File: src/rtl/bmm_ram.sv
// Generic single-write, single-read synchronous RAM with registered read data.
`timescale 1ns / 1ps

module bmm_ram #(
    parameter int WIDTH = 64,
    parameter int DEPTH = 64
) (
    input  logic                                         clk,
    input  logic                                         we,
    input  logic [((DEPTH > 1) ? $clog2(DEPTH) : 1)-1:0] waddr,
    input  logic [WIDTH-1:0]                             wdata,
    input  logic                                         re,
    input  logic [((DEPTH > 1) ? $clog2(DEPTH) : 1)-1:0] raddr,
    output logic [WIDTH-1:0]                             rdata
);

    logic [WIDTH-1:0] mem [DEPTH];
    logic [WIDTH-1:0] rdata_reg;

    always_ff @(posedge clk)
    begin
        if (we)
        begin
            mem[waddr] <= wdata;
        end
        if (re)
        begin
            rdata_reg <= mem[raddr];
        end
    end

    assign rdata = rdata_reg;

endmodule

File: config.mk
export PLATFORM = sky130hd
export DESIGN_NAME = bmm_ram
export DESIGN_NICKNAME = d
export VERILOG_FILES = /design/src/rtl/bmm_ram.sv
export SDC_FILE = /design/constraint.sdc
export NUM_CORES = 2
export LEC_CHECK = 0
export BUFFER_PORTS_ARGS = -buffer_cell sky130_fd_sc_hd__buf_2
export CAP_MARGIN = 20
export CORE_AREA = 2 2 727 729
export CTS_CLUSTER_DIAMETER = 60
export CTS_CLUSTER_SIZE = 30
export DETAILED_ROUTE_END_ITERATION = 7
export DIE_AREA = 0 0 729 731
export GPL_ROUTABILITY_DRIVEN = 0
export MAX_ROUTING_LAYER = met4
export SKIP_CTS_REPAIR_TIMING = 1
export SLEW_MARGIN = 20
export SYNTH_ARGS = -nofsm -noshare
export SYNTH_HDL_FRONTEND = slang
export SYNTH_SLANG_ARGS = --single-unit
File: constraint.sdc
create_clock -name clk -period 9.1 [get_ports clk]
set_clock_uncertainty 0.1 [all_clocks]
set_input_delay 1.82 -clock clk [delete_from_list [all_inputs] [get_ports clk]]
set_output_delay 1.82 -clock clk [all_outputs]
set_load 0.005 [all_outputs]
# Yosys cells after proc, flatten, opt, wreduce, memory -nomap -nowiden
# Memory sizes are Yosys's and may differ from the RTL's. A register that Yosys moved wholly into a read port is not among the register bits.
# Index checks and enable logic that the tools add are counted.
classes:
  muxes: 2
op_table:
  columns: ["operator", "n"]
  rows:
  - ["2-to-1 mux 1 bit", 2]
totals:
  reg_bits: 0
  mem_bits_rw: 4096
  input_bits: 79
  output_inout_bits: 64
  memories: 1
memory_table:
  columns: ["name", "depth", "word_bits", "read_ports", "rd_ports_with_merged_regs", "wr", "line", "source"]
  rows:
  - ["mem", 64, 64, 1, 1, 1, "17", "logic [WIDTH-1:0] mem [DEPTH];"]

# Logic depth before layout (Yosys ltp)
logic_depth:
  word_depth: 2
  ltp_mapped: 9
  ltp_nobuf: 5

# Worst setup path before layout
# Ideal clock, no wire load.
synth_path:
  path_type: "input -> register"
  startpoint: "input port waddr[3] in the netlist's numbering"
  endpoint: "memory mem[48][0] (enable)"
  setup_time_ps: 564
  t_arrival_ps: 6692
  required_ps: 8436
  setup_slack_ps: 1744
  path_stages: 4
  path_buffers: 1
  cell_sequence: "clkbuf_1 -> nor2b_1 -> nand4b_1 -> nor3_1"
synth_lines:
  columns: ["element", "line", "source"]
  rows:
  - ["start, declared", "10", "input logic [((DEPTH > 1) ? $clog2(DEPTH) : 1)-1:0] waddr,"]
  - ["end, declared", "17", null]
# No word-level cell before the write port.

==> impl_metrics.env <==
export IMPL_status="complete, no violations"
export IMPL_yosys_top_cells_count="edfxtp_1 (4160), mux4_2 (1024), buf_2 (170)"
export IMPL_critPathMaxStageDelay_ps=640
export IMPL_reg2regPathDepth=4
export IMPL_drive_gt1_share_pct=27.6
export IMPL_avgRoutedWirePerCell_um=31.5
export IMPL_synth_xor_area_share_pct=0
export IMPL_synth_nets=6677
export IMPL_die_w_um=729
export IMPL_end_kind="register"
export IMPL_cts_root_buf="clkbuf_16"
export IMPL_grt_pass1_vias=74700
export IMPL_cts_tree="yes"
export IMPL_grt_pass1_wl_mm=611
export IMPL_cts_sinks=4160
export IMPL_synth_most_common_cell="edfxtp_1"
export IMPL_start_util_pct=29.8
export IMPL_dp_cells=13600
export IMPL_cts_buffers=267
export IMPL_powerDensity_nw_per_um2=208
export IMPL_synth_top_family_by_area="multiplexers"
export IMPL_rr_endpoint="rdata[26]$_DFFE_PP_"
export IMPL_synth_edf_count=4160
export IMPL_synthTopCellsByArea="edfxtp_1 (80%), mux4_2 (15%), mux2i_1 (0.86%)"
export IMPL_dieArea_um2=533000
export IMPL_postSynth_asyncResetShare_pct=0
export IMPL_drv_slew=0
export IMPL_fin_crit_ps=4930
export IMPL_grt_max_degree=111
export IMPL_yosysTopAreaCell="edfxtp_1"
export IMPL_preCtsSetupSlack_ps=3170
export IMPL_io_buffer_count=142
export IMPL_io_pins=143
export IMPL_path_cells="buf_8 > buf_12 > buf_4 > mux4_2 > or3_1 > a41oi_1 > a211oi_1"
export IMPL_first_pass_iters=5
export IMPL_yosys_cell_types_count=32
export IMPL_ys_seq_area_share_pct=79.6
export IMPL_hold_class="reg2reg"
export IMPL_cts_buffer_depth=4
export IMPL_drcViolationCount=0
export IMPL_vdd_drop_max_uv=142
export IMPL_synthToLayoutAreaGrowth_pct=12.9
export IMPL_final_net_count=6934
export IMPL_min_period_over_period_pct=54.1
export IMPL_postRouteWirelength_mm=445
export IMPL_crit_buf_inv=3
export IMPL_grt_overflow=0
export IMPL_largest_register_ffs=4096
export IMPL_min_from="mem[21][61]$_DFFE_PP_"
export IMPL_timing_rr_start="mem[29][26]$_DFFE_PP_"
export IMPL_fmax_ghz=0.203
export IMPL_worstPathRequired_ps=9640
export IMPL_synth_ff_type="edfxtp_1"
export IMPL_clkLatencyLatePin_ps=980
export IMPL_rsz0062_at_grt="false"
export IMPL_synthMuxAreaShare_pct=15.6
export IMPL_cp_top_family="buffers and inverters"
export IMPL_path_class="in2reg"
export IMPL_fp_dieH_um=731
export IMPL_fin_ws_ps=4170
export IMPL_slowest_stage="buf_4"
export IMPL_cap_violations=0
export IMPL_synth_area_um2=157000
export IMPL_ys_ff_latch=4160
export IMPL_ant_nets=0
export IMPL_finalPower_mw=36.8
export IMPL_synth_top_area_share_pct=79.6
export IMPL_drt_iter0_drc=10400
export IMPL_whs_endpoint="rdata[61]$_DFFE_PP_"
export IMPL_relSlewSlack_pct=23.6
export IMPL_post_dp_hpwl_mm=243
export IMPL_synth_compound_area_share_pct=2.47
export IMPL_holdPathStages=4
export IMPL_yosys_area_share_simple_pct=1.23
export IMPL_setup_tns_ps=0
export IMPL_ys_warn_count=0
export IMPL_p_leak_nw=53.2
export IMPL_ff2ff_setup_slack_ps=6700
export IMPL_antenna_found_initial=63
export IMPL_cp_max_fo=110
export IMPL_path_clk_slew_ps=80
export IMPL_std_cell_rows=267
export IMPL_final_hold_viol_count=0
export IMPL_final_cells=14100
export IMPL_syn_inst=6598
export IMPL_vias=74700
export IMPL_finalSetupViolations=0
export IMPL_crit_arrival_ps=5470
export IMPL_tightest_slew_ps=1150
export IMPL_core_area_um2=526000
export IMPL_synthAdderAreaFrac_pct=0
export IMPL_synth_avg_cell_area_um2=23.8
export IMPL_crit_path_start_kind="primary input"
export IMPL_grt_usage_pct=16.7
export IMPL_routed_via_density=5.30
export IMPL_htree_levels=5
layer usage:
metal,vias to the layer above,GRT usage (%),part of all wire [%]
met4,0,4.41,2.9
met2,3720,27.1,49
met1,41400,22.2,40
li1,29000,-,-
met3,606,2.50,8.4
met5,-,-,0
worst max path at each step:
stage | slack (ps) | startpoint | depth (start not counted) | end
finish | 4170 | raddr[1] | 7 | rdata[29]$_DFFE_PP_
global route | 4070 | raddr[0] | 8 | rdata[23]$_DFFE_PP_
CTS | 4200 | raddr[1] | 7 | rdata[29]$_DFFE_PP_
detailed placement | 3170 | raddr[1] | 7 | rdata[29]$_DFFE_PP_
global placement | 3190 | raddr[1] | 7 | rdata[29]$_DFFE_PP_
floorplan | 1740 | waddr[3] | 4 | mem[48][0]$_DFFE_PP_
cells by family (layout without fill, tap and decap cells):
family	after synthesis	in the layout
other	0	29
buffers and inverters	389	863
flip-flops	4160	4160
multiplexers	1159	1159
AO/OA/AOI/OAI	504	504
AND/OR/NAND/NOR	386	386
report_power, final:
part,switching [mW],total [mW],internal [mW]
combinational,1.14,1.79,0.652
sequential,0.0780,21.3,21.2
clock,7.38,13.7,6.31
total,8.60,36.8,28.2
final cells by class:
class                      instances  area [um^2]
timing repair buffer             358         2870
sequential                      4160       125000
clock buffer                     284         6940
clock inverter                   202         2820
inverter                          19         71.3
antenna                           29         72.6
fill                           48400       349000
tap                             6994         8750
multi-input combinational       2049        30800
worst min-delay path: cells and delay by family (launching register included):
kind | cells | cell delay (ps)
flops | 1 | 330
compound gates | 1 | 60
mux | 1 | 220
simple gates | 2 | 210
layout by cell type (no fill, tap or decap), types with 12 or more instances in the layout:
master / synthesis / routed
inv_16: 0 / 23
a22oi_1: 168 / 168
a211oi_1: 63 / 63
nor2b_1: 28 / 24
nor2_1: 112 / 47
inv_6: 0 / 23
buf_2: 170 / 111
a41oi_1: 26 / 26
clkinv_8: 0 / 38
o221ai_1: 38 / 38
edfxtp_1: 4160 / 4160
clkinv_16: 0 / 12
nand2_1: 58 / 55
inv_8: 0 / 21
a31oi_1: 18 / 18
clkinvlp_4: 0 / 16
mux2i_1: 135 / 135
buf_12: 0 / 28
or3_1: 29 / 29
inv_12: 0 / 24
a22o_1: 88 / 88
buf_4: 34 / 210
or2_2: 28 / 28
nor2_4: 0 / 65
clkinv_4: 0 / 14
and3_1: 64 / 64
nand3_1: 45 / 45
a2bb2oi_1: 19 / 19
clkinv_1: 0 / 15
o22ai_1: 83 / 83
diode_2: 0 / 29
inv_1: 19 / 19
mux4_2: 1024 / 1024
clkbuf_16: 0 / 276
per-stage QoR:
stage / util (%) / instance area, um^2 / hold WS [ps]
final: 33.7 / 177000 / 826
after global routing: 33.7 / 177000 / 860
after CTS: 33.6 / 177000 / 831
after detailed placement: 31.8 / 167000 / 805
after global placement: 31.8 / 167000 / 800
after floorplan: - / 157000 / 765
Note: power is estimated with default switching activity, not from simulation.
