**config.mk**
```make
export PLATFORM = sky130hd
export DESIGN_NAME = bmm_lanes
export DESIGN_NICKNAME = d
export VERILOG_FILES = /design/src/rtl/bmm_pkg.sv /design/src/rtl/bmm_lanes.sv
export SDC_FILE = /design/constraint.sdc
export NUM_CORES = 1
export LEC_CHECK = 0
export ABC_AREA = 1
export CORE_MARGIN = 3
export CORE_UTILIZATION = 30
export CTS_CLUSTER_SIZE = 20
export DETAILED_ROUTE_END_ITERATION = 10
export DONT_BUFFER_PORTS = 1
export GPL_TIMING_DRIVEN = 0
export PLACE_DENSITY_LB_ADDON = 0.12
export SLEW_MARGIN = 20
export SYNTH_ARGS = -nofsm -noshare
export SYNTH_HDL_FRONTEND = slang
export SYNTH_SLANG_ARGS = --single-unit
```
**constraint.sdc**
```tcl
create_clock -name clk -period 13.8 [get_ports clk]
set_input_delay 2.76 -clock clk [delete_from_list [all_inputs] [get_ports clk]]
set_output_delay 2.76 -clock clk [all_outputs]
set_load 0.005 [all_outputs]
```
**src/rtl/bmm_pkg.sv**
```systemverilog
// Shared types and constants for the binary matrix multiplier.
`timescale 1ns / 1ps

package bmm_pkg;

    localparam int ROW_W   = 6;   // row and column number width
    localparam int BITS_W  = 64;  // width of one stored matrix row
    localparam int SIZE_W  = 7;   // matrix size register width
    localparam int COUNT_W = 7;   // product count width

    localparam logic [SIZE_W-1:0] SIZE_RESET = 7'd64;

    // Request type codes.
    localparam logic [1:0] REQ_LOAD_A  = 2'd0;
    localparam logic [1:0] REQ_LOAD_B  = 2'd1;
    localparam logic [1:0] REQ_COMPUTE = 2'd2;

    typedef struct packed {
        logic [1:0]        req_type;
        logic [ROW_W-1:0]  row_index;
        logic [BITS_W-1:0] row_bits;
    } req_t;

    typedef struct packed {
        logic [ROW_W-1:0]   out_row;
        logic [ROW_W-1:0]   out_col;
        logic [COUNT_W-1:0] product_count;
        logic               last_of_row;
    } res_t;

    // Control from the sequencer to the column counters.
    typedef struct packed {
        logic clear;
        logic acc_en;
        logic a_bit;
    } lane_ctl_t;

endpackage

```
**src/rtl/bmm_lanes.sv**
```systemverilog
// Column counters: one count per product column, accumulated one k per cycle while enabled.
`timescale 1ns / 1ps

module bmm_lanes #(
    parameter int MAX_SIZE = 64
) (
    input  logic                                               clk,
    input  bmm_pkg::lane_ctl_t                                 ctl,
    input  logic [bmm_pkg::BITS_W-1:0]                         b_row,
    input  logic [((MAX_SIZE > 1) ? $clog2(MAX_SIZE) : 1)-1:0] sel,
    output logic [bmm_pkg::COUNT_W-1:0]                        count
);

    logic [bmm_pkg::COUNT_W-1:0] count_reg [MAX_SIZE];

    // Each column adds one when both A[i][k] and B[k][j] are set.
    always_ff @(posedge clk)
    begin
        for (int j = 0; j < MAX_SIZE; j++)
        begin
            if (ctl.clear)
            begin
                count_reg[j] <= '0;
            end
            else if (ctl.acc_en)
            begin
                count_reg[j] <= count_reg[j]
                    + bmm_pkg::COUNT_W'(ctl.a_bit & b_row[j]);
            end
        end
    end

    assign count = count_reg[sel];

endmodule
```
After elaboration in Yosys (flattened, before gate mapping)

Memory sizes are Yosys's and may differ from the RTL's.
Index checks and enable logic that the tools add are counted.

Add/sub/neg operators: 64
Multiply operators: 0
Divide/modulo/power cells: 0
Magnitude comparators: 0
Eq/ne operators: 0
Shift operators: 0
Muxes and demuxes: 69
Bitwise operators: 128
Reduce and logical (&&, ||, !) cells: 0

Operators by type and width:

| kind                 | count |
|---|---|
| adder 7 x 1 -> 7 bit | 64 |
| 2-to-1 mux 7 bit     | 64 |
| bitwise AND 1 bit    | 64 |
| bitwise OR 1 bit     | 64 |
| 2-to-1 mux 1 bit     | 5 |

Register bits: 0
Bits in latches: 0
Memory bits (writable): 448
Bits in read-only memories: 0
Output and inout port bits: 7
Logic and storage cells: 262
Memories: 1

Memories:

| name      | depth | bits a word | rd ports | clocked after Yosys merged registers in | write ports | RTL line        | source |
|---|---|---|---|---|---|---|---|
| count_reg | 64    | 7           | 65       | 0                                       | 64          | bmm_lanes.sv:14 | `logic [bmm_pkg::COUNT_W-1:0] count_reg [MAX_SIZE];` |

Longest topological paths before layout

Word-level depth: 4
Mapped depth: 13
Mapped depth without buffers: 11

Worst setup path before layout

No wires, ideal clock.

Kind: input to register
From: input port ctl[2] (netlist bit)
To: memory count_reg[0][0] (netlist bit), enable pin
Arrival time: 8,119 ps
Data required time: 13,172 ps
Slack: 5,053 ps
Stages: 1
Path buffers: 0
Path through: or2_2

RTL lines:

| item               | RTL line        | source |
|---|---|---|
| start: declaration | bmm_lanes.sv:8  | `input bmm_pkg::lane_ctl_t ctl,` |
| end: declaration   | bmm_lanes.sv:14 |  |

Worst setup path after layout

From: input port sel[1] (netlist bit)
To: output port count[2] (netlist bit)

Longest elaborated chain between the ends: 1

Ends and longest elaborated chain:

| item                     | RTL line        | source |
|---|---|---|
| start: declaration       | bmm_lanes.sv:10 | `input logic [((MAX_SIZE > 1) ? $clog2(MAX_SIZE) : 1)-1:0] sel,` |
| memory read (64 x 7 bit) | n/a             |  |
| end: declaration         | bmm_lanes.sv:11 | `output logic [bmm_pkg::COUNT_W-1:0] count` |

Every way passes these cells.

==> results <==
- The met1 wire length is between 40000 and 50000 um.
- The HPWL after detailed placement is slightly above 70000 um.
- The area of placed instances is roughly 29000 sq um.
- The start-to-end type of the worst setup path is primary input to output pin.
- Along the worst path, the maximum fanout reaches 10.
- For this run, asynchronously set or reset flops after synthesis account for 0%.
- The number of distinct library cells after synthesis is 23.
- The via count of the first global-routing pass is between 20000 and 25000.
- The routed design uses between 40000 and 50000 um of met2 wire.
- The number of top-level pins is 81.
- The worst stage delay on the critical path is 640 ps.
- The pin count of the biggest net entering global routing is 50.
- The slowest stage of the critical path belongs to the cell sky130_fd_sc_hd__clkbuf_1.
- The shortest clock period the worst path allows after layout is about 7500 ps.
- The setup-violating endpoint count in the final report is 0.
- The tool flagged a number of max-cap violations equal to 0.
- The number of antenna violations at the first check in global routing is 9.
- The height of the die is just over 300 um.
- Buffers placed on the I/O ports in this run total 0.
- The number of H-tree levels is 2.
- The routability congestion estimate is between 0.8 and 0.9.
- Walking the worst path, the cells encountered are buf_2, inv_2, clkbuf_1, nand3_1, nand3_1, nand2_1, nand2_1, nand3_1, nand3_1, nand2_1.
- The sequential fraction of the synthesis area is between 40% and 50%.
- The maximum frequency from static timing analysis is between 0.1 and 0.15 GHz.
- The cell repeated most along the worst path is sky130_fd_sc_hd__nand3_1.
- The highest signal layer in the routed design is met5.
- The die footprint is between 90000 and 100000 sq um.
- The fraction of layout instances using a drive strength above 1 is 5.13%.
- The first global-routing pass estimated around 140000 um of wire.
- The count of cells resized by post-cts repair is 0.
- The count of nets after finishing is about 3700.
- For this run the aggregate overflow at the end of global routing stands at 0.
- Counting instances in the post-synthesis netlist gives the leading cell types as sky130_fd_sc_hd__nand2_1 (793), sky130_fd_sc_hd__nor2_1 (468), sky130_fd_sc_hd__nand3_1 (459).
- The final-report max-slew violation count was 0.
- For this design the ratio of total power to cell area is ~110 nW/um^2.
- Detailed routing placed a total of about 5200 um of wire on met3.
- The flow ran to the end, and the final reports show no timing, DRC or antenna violations.
- The hold violation total from the final report was 0.
- After detailed routing, the average wire length per cell comes to 20.3 um.
- The number of warnings issued by yosys is 0.
- The hold buffer count at CTS is 0.
- The count of nets left with antenna violations once routing finished came out at 0.
- The buffers plus inverters on the worst setup path is 3.
- Summing every instance area after synthesis gives about 27000 sq um.
- After clock tree synthesis, the clock-pin slew on the worst setup and hold paths is around 60 ps.
- STA classifies the critical path startpoint as a primary input.
- After layout, the worst path uses a little over half of the clock period.
- For this design the static power due to leakage is around 12 nW.
- The number of flip-flops and latches in the synthesized netlist is 448.
- The worst supply voltage drop on vdd is 0.113 mV.
- The count of flip-flops with a built-in enable after synthesis is between 400 and 500.
- The worst clock skew on the final layout is between 40 and 50 ps.
- The worst slew margin relative to its limit is around a quarter.
- The sink count of the clock tree is 448.
- The initial standard-cell utilization of the core is 30.4%.
- The global-route total usage across every layer is about a fifth.
- Data on the critical path is required at its endpoint by roughly 11000 ps.
- The maximum clock path buffer count is 3.
- The final standard cell area without fillers is around 31000 sq um.
- The path class of the tightest hold or removal check is flop to flop.
- Data on the critical path arrives at its endpoint at between 4000 and 5000 ps.
- After floorplanning, the core was divided into between 100 and 150 placement rows.
- The clock latency on the worst-skew pair is roughly 650 ps.
- The total negative slack for setup checks is 0 ps.
- The fraction of synthesized cell area taken by the top area cell type is between 40% and 50%.
- STA classifies the critical path endpoint as an output pin.
- In the routed layout, each cell is associated on average with a via count of roughly 4.9.
- The tree is rooted in a sky130_fd_sc_hd__clkbuf_16.
- The number of iterations in the first detailed-routing pass is 5.
- Averaged over all synthesized cells, the footprint is about 8.1 sq um.
- The net count of the mapped netlist is 3595.
- From synthesis to final layout, the design area changed by 13.0%.
- Setup repair after global routing left no endpoint under its margin.
- The dominant delay contributor by cell family on the critical path is simple AND/OR/NAND/NOR gates.
- The number of clock buffers added by TritonCTS is 57.
- At the pin with the least slew margin, the transition time is about 1100 ps.
- The core region is 90300 sq um.
- After the first detailed-routing iteration, the DRC count stood at 1963.
- Ranked by total cell area, the synthesized netlist is headed by sky130_fd_sc_hd__edfxtp_1 (49%), sky130_fd_sc_hd__nand2_1 (11%), sky130_fd_sc_hd__nand3_1 (8.4%).
- The total detailed-routing wirelength is around 95000 um.
- The most common cell in the synthesized netlist is sky130_fd_sc_hd__nand2_1.
- The most used flip-flop cell after synthesis is sky130_fd_sc_hd__edfxtp_1.
- The width of the die is 308 um.
- The biggest area consumer among synthesized cells is sky130_fd_sc_hd__edfxtp_1.
- The number of instances in the synthesized netlist is around 3400.
- The total setup buffers inserted after CTS is 0.
- The detailed router placed 22900 vias in this run.
- The number of DRC violations after detailed routing is 0.
- The number of flip-flops under the largest register name is about 450.
- TritonCTS built the clock tree.
worst reg2reg max path: cells and delay by family (launching register included):
family	cells	cell delay [ps]
XOR/XNOR	1	170
adder cells (fa/ha/maj)	2	380
buffers and inverters	1	70
flip-flops	1	380
AND/OR/NAND/NOR	4	510
cell families after synthesis:
| kind of cell | count (synthesis) | synth area share [%] |
|---|---|---|
| AO/OA/AOI/OAI | 344 | 6.35 |
| XOR/XNOR | 53 | 1.69 |
| adder cells (fa/ha/maj) | 128 | 5.84 |
| buffers and inverters | 559 | 8.58 |
| flip-flops | 448 | 49.0 |
| AND/OR/NAND/NOR | 1861 | 28.5 |
cell type report:
cell class | instances | area (sq um)
plain buffers | 149 | 820
fillers | 9693 | 59300
flip-flops and latches | 448 | 13500
clock buffers | 76 | 1500
inverters | 410 | 1540
well taps | 1176 | 1470
repair buffers | 16 | 395
diodes | 7 | 17.5
multi-input cells | 2386 | 11600
clock inverters | 25 | 183
metal layers:
metal  track usage, %  vias to the layer above
met1             28.1                    10700
met4             4.83                        2
li1                 -                    11500
met2             31.9                      570
met5                0                        -
met3             2.90                      107
layout by cell type (no fill, tap or decap), drive strengths merged, types with 86 or more instances in the layout:
cell type  count
nor3          86
clkbuf       131
o21ai        133
edfxtp       448
nand3        459
buf          110
inv          411
a21oi        203
nor2         469
nand2        793
ha           128
worst paths after layout:
path / startpoint / endpoint / slack [ps] / cells past startpoint
max: sel[1] / count[2] / 6270 / 10
min: count_reg[13][6]$_SDFFCE_PN0P_ / count_reg[13][6]$_SDFFCE_PN0P_ / 600 / 1
max reg2reg: count_reg[62][0]$_SDFFCE_PN0P_ / count_reg[62][6]$_SDFFCE_PN0P_ / 12010 / 8
min reg2reg: count_reg[13][6]$_SDFFCE_PN0P_ / count_reg[13][6]$_SDFFCE_PN0P_ / 600 / 1
stage by stage:
step / setup slack (ps) / util (%) / hold WS, ps / std cells / total power [mW]
floorplan: 5050 / - / 562 / 3393 / 1.96
global placement: 1610 / 32.0 / 589 / 4569 / 2.14
detailed placement: 6320 / 32.5 / 587 / 4585 / 2.13
CTS: 6320 / 34.3 / 603 / 4686 / 3.56
global route: 6160 / 34.3 / 623 / 4687 / 3.67
finish: 6270 / 34.3 / 603 / 4693 / 3.51
report_power, final:
group | switching, mW | internal (mW)
clock network | 0.622 | 0.791
logic | 0.304 | 0.128
registers | 0.0717 | 1.60
(Power assumes the default switching activity.)
